==> src/rtl/fau_queue.sv <==
// Short register FIFO between front and back.
`timescale 1ns / 1ps
`default_nettype none
module fau_queue #(
	parameter int WIDTH = 8,
	parameter int DEPTH = 4
) (
	input  wire logic             clk,
	input  wire logic             arst_n,
	input  wire logic             in_valid,
	output logic                  in_ready,
	input  wire logic [WIDTH-1:0] in_data,
	output logic                  out_valid,
	input  wire logic             out_ready,
	output logic [WIDTH-1:0]      out_data
);
	localparam int PW = (DEPTH > 1) ? $clog2(DEPTH) : 1;
	localparam int CNTW = $clog2(DEPTH + 1);
	localparam logic [PW-1:0] LAST_PTR = PW'(DEPTH - 1);

	logic [WIDTH-1:0] mem_q [DEPTH];
	logic [PW-1:0]    wptr_q, rptr_q;
	logic [CNTW-1:0]  cnt_q;
	logic             push, pop;

	assign in_ready  = cnt_q != CNTW'(DEPTH);
	assign out_valid = cnt_q != '0;
	assign out_data  = mem_q[rptr_q];
	assign push      = in_valid && in_ready;
	assign pop       = out_valid && out_ready;

	always_ff @(posedge clk or negedge arst_n) begin
		if (!arst_n) begin
			wptr_q <= '0;
			rptr_q <= '0;
			cnt_q  <= '0;
		end else begin
			if (push) wptr_q <= (wptr_q == LAST_PTR) ? '0 : wptr_q + 1'b1;
			if (pop)  rptr_q <= (rptr_q == LAST_PTR) ? '0 : rptr_q + 1'b1;
			if (push && !pop)      cnt_q <= cnt_q + 1'b1;
			else if (pop && !push) cnt_q <= cnt_q - 1'b1;
		end
	end

	always_ff @(posedge clk) begin
		if (push) mem_q[wptr_q] <= in_data;
	end

	a_cnt_bound: assert property (@(posedge clk) disable iff (!arst_n)
		cnt_q <= CNTW'(DEPTH)) else $error("queue count over depth");
	a_cnt_inc: assert property (@(posedge clk) disable iff (!arst_n)
		push && !pop |=> cnt_q == $past(cnt_q) + 1'b1) else $error("queue count lost a push");

endmodule
`default_nettype wire

==> config.mk <==
export PLATFORM = sky130hd
export DESIGN_NAME = fau_queue
export DESIGN_NICKNAME = d
export VERILOG_FILES = /design/src/rtl/fau_queue.sv
export SDC_FILE = /design/constraint.sdc
export NUM_CORES = 1
export LEC_CHECK = 0
export BUFFER_PORTS_ARGS = -buffer_cell sky130_fd_sc_hd__buf_2
export CORE_MARGIN = 2
export CORE_UTILIZATION = 50
export DETAILED_ROUTE_END_ITERATION = 12
export PLACE_DENSITY_LB_ADDON = 0.15
export SLEW_MARGIN = 20
export SYNTH_ARGS = -nofsm -noshare
export SYNTH_HDL_FRONTEND = slang
export SYNTH_SLANG_ARGS = --single-unit
==> constraint.sdc <==
create_clock -name clk -period 1.9 [get_ports clk]
set_clock_uncertainty 0.15 [all_clocks]
set_input_delay 0.095 -clock clk [delete_from_list [all_inputs] [get_ports clk]]
set_output_delay 0.095 -clock clk [all_outputs]
set_load 0.01 [all_outputs]
Word level (Yosys, flattened, before mapping)
Memory sizes are Yosys's and may differ from the RTL's.
Index checks and enable logic that the tools add are counted.

operators by class
  $add $sub $neg = 4
  multipliers = 0
  div/mod/pow operators = 0
  $lt $le $gt $ge = 0
  eq/ne operators = 3
  shifts and indexed selects = 0
  mux-type cells = 6
  bitwise operators = 0
  reduce and logical (&&, ||, !) cells = 8

operator list
  operator                                          number
  two-way mux 3 bit                                 2
  adder 2 x 1 -> 2 bit, second input constant       2
  equality test 2 bit, second input constant        2
  logical AND 1 bit                                 4
  two-way mux 2 bit                                 2
  adder 3 x 1 -> 3 bit, second input constant       1
  inequality test 3 bit, second input constant      1
  nonzero test 3 bit                                1
  subtractor 3 x 1 -> 3 bit, second input constant  1
  logical NOT 1 bit                                 2
  two-way mux 1 bit                                 2
  nonzero test 2 bit                                1

word-level totals
  register bits after elaboration = 7
  bits in latches = 0
  RAM bits = 32
  bits in read-only memories = 0
  input bits = 12
  output and inout bits = 10
  logic and storage cells = 25
  memories = 1

memory list
  memory  depth  width  rd ports  clocked after Yosys merged registers in  write ports  RTL line  source
  mem_q   4      8      1         0                                        1            21        logic [WIDTH-1:0] mem_q [DEPTH];

Longest topological paths before layout
  word-level depth = 6
  gate-level depth with buffers = 8
  gate-level depth less buffers = 8

Least setup slack after synthesis
Ideal clock, no wire load.

  kind = register -> register
  from = reg cnt_q[2]
  to = reg cnt_q[2]
  library setup time = 0.079 ns
  arrival time = 1.885 ns
  data required time = 1.671 ns
  path slack = -0.215 ns
  stages on the path, launching flop included = 9
  path buffers = 0
  clock period less this slack = 2.115 ns
  cells stage by stage = dfrtp_1 -> or3_4 -> nand2_4 -> ha_1 -> inv_1 -> fa_1 -> xor2_1 -> nor2_1 -> xor2_1

between the ends
  cells in the longest elaborated chain, start to end = 5
  elaborated cells between the ends (all ways) = 13
  those cells by class = add/sub: 2; eq/ne: 1; mux: 2; reduce/logical: 8

ends and longest elaborated chain
  item                                                     RTL line  source
  start, declared                                          23        logic [CNTW-1:0] cnt_q;
  start signal, assigned                                   40        if (push && !pop) cnt_q <= cnt_q + 1'b1;
  start signal, assigned                                   41        else if (pop && !push) cnt_q <= cnt_q - 1'b1;
  nonzero test 3 bit (*)                                   27        assign out_valid = cnt_q != '0;
  via out_valid                                            13        output logic out_valid,
  logical AND 1 bit (*)                                    30        assign pop = out_valid && out_ready;
  logical NOT 1 bit                                        40
  logical AND 1 bit                                        40
  two-way mux 3 bit or nonzero test 2 bit (tied branches)  n/a

The timed path passes the listed nets; every way through them passes the cells marked *. The select of a mux whose other input is x is not followed.
A chain may end at the register's enable or synchronous reset.

Final worst setup path
  from = reg cnt_q[1]
  to = reg cnt_q[2]

between the ends
  cells in the longest elaborated chain, start to end = 5
  elaborated cells between the ends (all ways) = 13
  those cells by class = add/sub: 2; eq/ne: 1; mux: 2; reduce/logical: 8

ends and longest elaborated chain
  item
  branches (longest 5 deep; another with subtractor 3 x 1 -> 3 bit)

Several ways; the timed one is not identified. The select of a mux whose other input is x is not followed.

==> results_dict.tcl <==
set metrics [dict create \
    peakVddDrop_uv 682 \
    portBuffers 21 \
    drt-met1-wl_um 1120 \
    antenna_found_initial 0 \
    worst_r2r_path_depth 8 \
    die_x_um 60.6 \
    maxCapViolations 0 \
    synth-seq-area-share_pct 71.0 \
    p_int_mw 2.03 \
    clock.fmax_mhz 505 \
    synthCells 79 \
    syn_area_per_cell_um2 20.2 \
    period_share_pct 104 \
    critical_path_class "reg2reg" \
    yosysWarnings 0 \
    path_buf_inv 1 \
    slew_headroom_pct 70.8 \
    rows 20 \
    worst_pin_slew_ps 438 \
    synth_compound_area_share_pct 0.704 \
    cts_buffers 5 \
    synth.area.mux_share_pct 15.3 \
    clk-insertion-delay-late_ps 320 \
    syn_nets 98 \
    drt_iter0_drc 24 \
    p_leak_nw 0.806 \
    hold_path.class "in2reg" \
    hold_viol 0 \
    finalNetCount 149 \
    synthTopCellsByArea "edfxtp_1, mux4_2, dfrtp_1" \
    worstSetupStartpointType "flop" \
    h-tree-depth 2 \
    synth_top_area_share_pct 60.1 \
    grt_max_degree 12 \
    vias 835 \
    min_to "cnt_q[0]" \
    synth_simple_gate_area_share_pct 4.15 \
    reg2reg_to "cnt_q[2]" \
    cp.required_ps 2010 \
    critical_path.top_delay_family "simple AND/OR/NAND/NOR gates" \
    dpl.hpwl_um 1650 \
    hold_start "out_ready" \
    layout-drive-gt1-share_pct 47.7 \
    diodes 0 \
    core_area_um2 3050 \
    grt_pass1_wl_um 4050 \
    grt_pass1_vias 857 \
    cts_buffer_depth 2 \
    vias_per_cell 4.80 \
    met3_length_um 97 \
    hold_ws_ps 36.2 \
    path_clk_slew_ps 100 \
    power_mw 2.91 \
    fin_util_pct 68.3 \
    slowest_delay_ps 400 \
    synthXorXnorAreaFrac_pct 1.64 \
    rrSetupSlack_ps -80 \
    p_clk_share_pct 12.8 \
    syn_area_um2 1600 \
    status "finished, violations left" \
    place.gp.congestion 0.677 \
    start_util_pct 52.4 \
    routed_wl_um 2580 \
    root_buffer "clkbuf_4" \
    place_inst 154 \
    die_height_um 60.6 \
    wire_per_inst_um 14.9 \
    cts.sink_count 39 \
    timing.final.crit_period_ps 1980 \
    cp_max_fo 2 \
    setup_ws_ps -79.3 \
    synth_top_area_cell "edfxtp_1" \
    synth_fa_ha_area_share_pct 5.95 \
    slew_viol_final 0 \
    netSwitchingFraction_pct 30.2 \
    power.share.combinational_pct 41.9 \
    top_layer "met4" \
    dieArea_um2 3670 \
    p_sw_uw 880 \
    hold_path_depth 4 \
    drc 0 \
    violations "setup timing" \
    ys_ff_latch 39 \
    wl_met2_um 1340 \
    timing.critical_path.mode_cell "xor2_1" \
    p_per_area_nw_per_um2 1400 \
    final_cells 174 \
    syn_to_final_growth_pct 30.4 \
    rsz0062_at_grt "yes" \
    cp-end-kind "flop" \
    overflow 0 \
    p_seq_share_pct 45.3 \
    cts_tree "done" \
    critPathArrivalTime_ps 2090 \
    drtAntennaViolNets 0 \
    grt.total_usage_pct 16.3 \
    finalSetupTns_ps -151 \
    ys_types 18 \
    drt_first_pass_iters 4 \
    rr_startpoint "cnt_q[1]" \
    slowest_stage "or3_4" \
    setup_viol 2 \
    synth_top_family_by_area "multiplexers" \
    io_pins 22 \
    crit_chain "or3_4, nand2_4, ha_4, inv_2, fa_2, xor2_1, nor2_1, xor2_1" \
]
[how the worst max path moves through the flow]
stage | startpoint | end | slack, ps | depth (start not counted)
after global routing | cnt_q[0] | cnt_q[2] | -190 | 8
after floorplan | cnt_q[1] | cnt_q[2] | -130 | 8
after global placement | cnt_q[1] | cnt_q[2] | -40 | 8
after detailed placement | cnt_q[1] | cnt_q[2] | -90 | 8
final | cnt_q[1] | cnt_q[2] | -80 | 8
after CTS | cnt_q[1] | cnt_q[2] | -90 | 8
[Yosys cell counts (all sizes together)]
| cell | number |
|---|---|
| edfxtp | 32 |
| mux4 | 8 |
| dfrtp | 7 |
| ha | 6 |
| mux2 | 5 |
| and2 | 4 |
| nor2 | 4 |
| inv | 3 |
| nand2 | 2 |
| xor2 | 2 |
| a21boi | 1 |
| buf | 1 |
| clkbuf | 1 |
| fa | 1 |
| or3 | 1 |
| xnor2 | 1 |
[stage by stage]
step           setup slack [ps]  cell area, um^2
2_1_floorplan              -129             1620
3_3_place_gp              -36.2             1910
6_report                  -79.3             2090
5_1_grt                    -188             2090
3_5_place_dp              -90.8             1910
4_1_cts                   -90.8             2070
[worst reg2reg max path: cells and delay by family, from the launching register on]
family | cells | cell delay [ps]
flops | 1 | 390
simple gates | 3 | 590
fa+ha+maj | 2 | 450
buf+inv | 1 | 40
xor+xnor | 2 | 280
[layout by cell type (no fill, tap or decap), types with 2 or more instances in the layout]
master         count
edfxtp_1          32
buf_2             21
dlygate4sd3_1     10
buf_4             10
mux4_2             8
dfrtp_1            6
ha_1               5
clkbuf_4           5
nor2_1             4
and2_1             4
buf_12             4
mux2_4             3
inv_1              2
mux2_2             2
xor2_1             2
[sequential cells by signal, summed over array words and instances (netlist names)]
name	count
cnt_q	3
mem_q	32
rptr_q	2
wptr_q	2
[power by group through the flow]
stage | clock network, mW | logic (mW) | registers, mW
2_1_floorplan | 0 | 0.756 | 1.26
3_3_place_gp | 0 | 1.13 | 1.34
3_5_place_dp | 0 | 1.15 | 1.36
4_1_cts | 0.391 | 1.20 | 1.34
5_1_grt | 0.423 | 1.34 | 1.35
6_report | 0.373 | 1.22 | 1.32
[area by class of cell]
class,count,area (um^2)
flip-flops and latches,39,1140
fillers,227,967
multi-input cells,35,462
repair buffers,46,372
well taps,44,55.1
clock buffers,5,37.5
inverters,3,11.3
clock inverters,2,8.76
[metal layers]
metal	track usage (%)	up-vias
met3	5.12	4
met1	19.0	409
met4	6.52	0
met5	0	-
li1	-	404
met2	28.1	18
[cell families (layout without fill, tap and decap cells)]
group / after synthesis / count (layout)
mux: 13 / 13
fa+ha+maj: 7 / 7
simple gates: 11 / 11
flops: 39 / 39
buf+inv: 5 / 56
xor+xnor: 3 / 3
compound gates: 1 / 1
[repair_timing]
item | 4_1_cts | 5_1_grt
resized for setup | 2 | 3
hold buffers | 10 | 0
endpoints found under the setup margin | 10 | 3
pin swaps | 1 | 0
hold endpoints to repair | 39 | 0
setup buffers | 2 | 1
No activity file was read; power rests on OpenSTA's default activity.
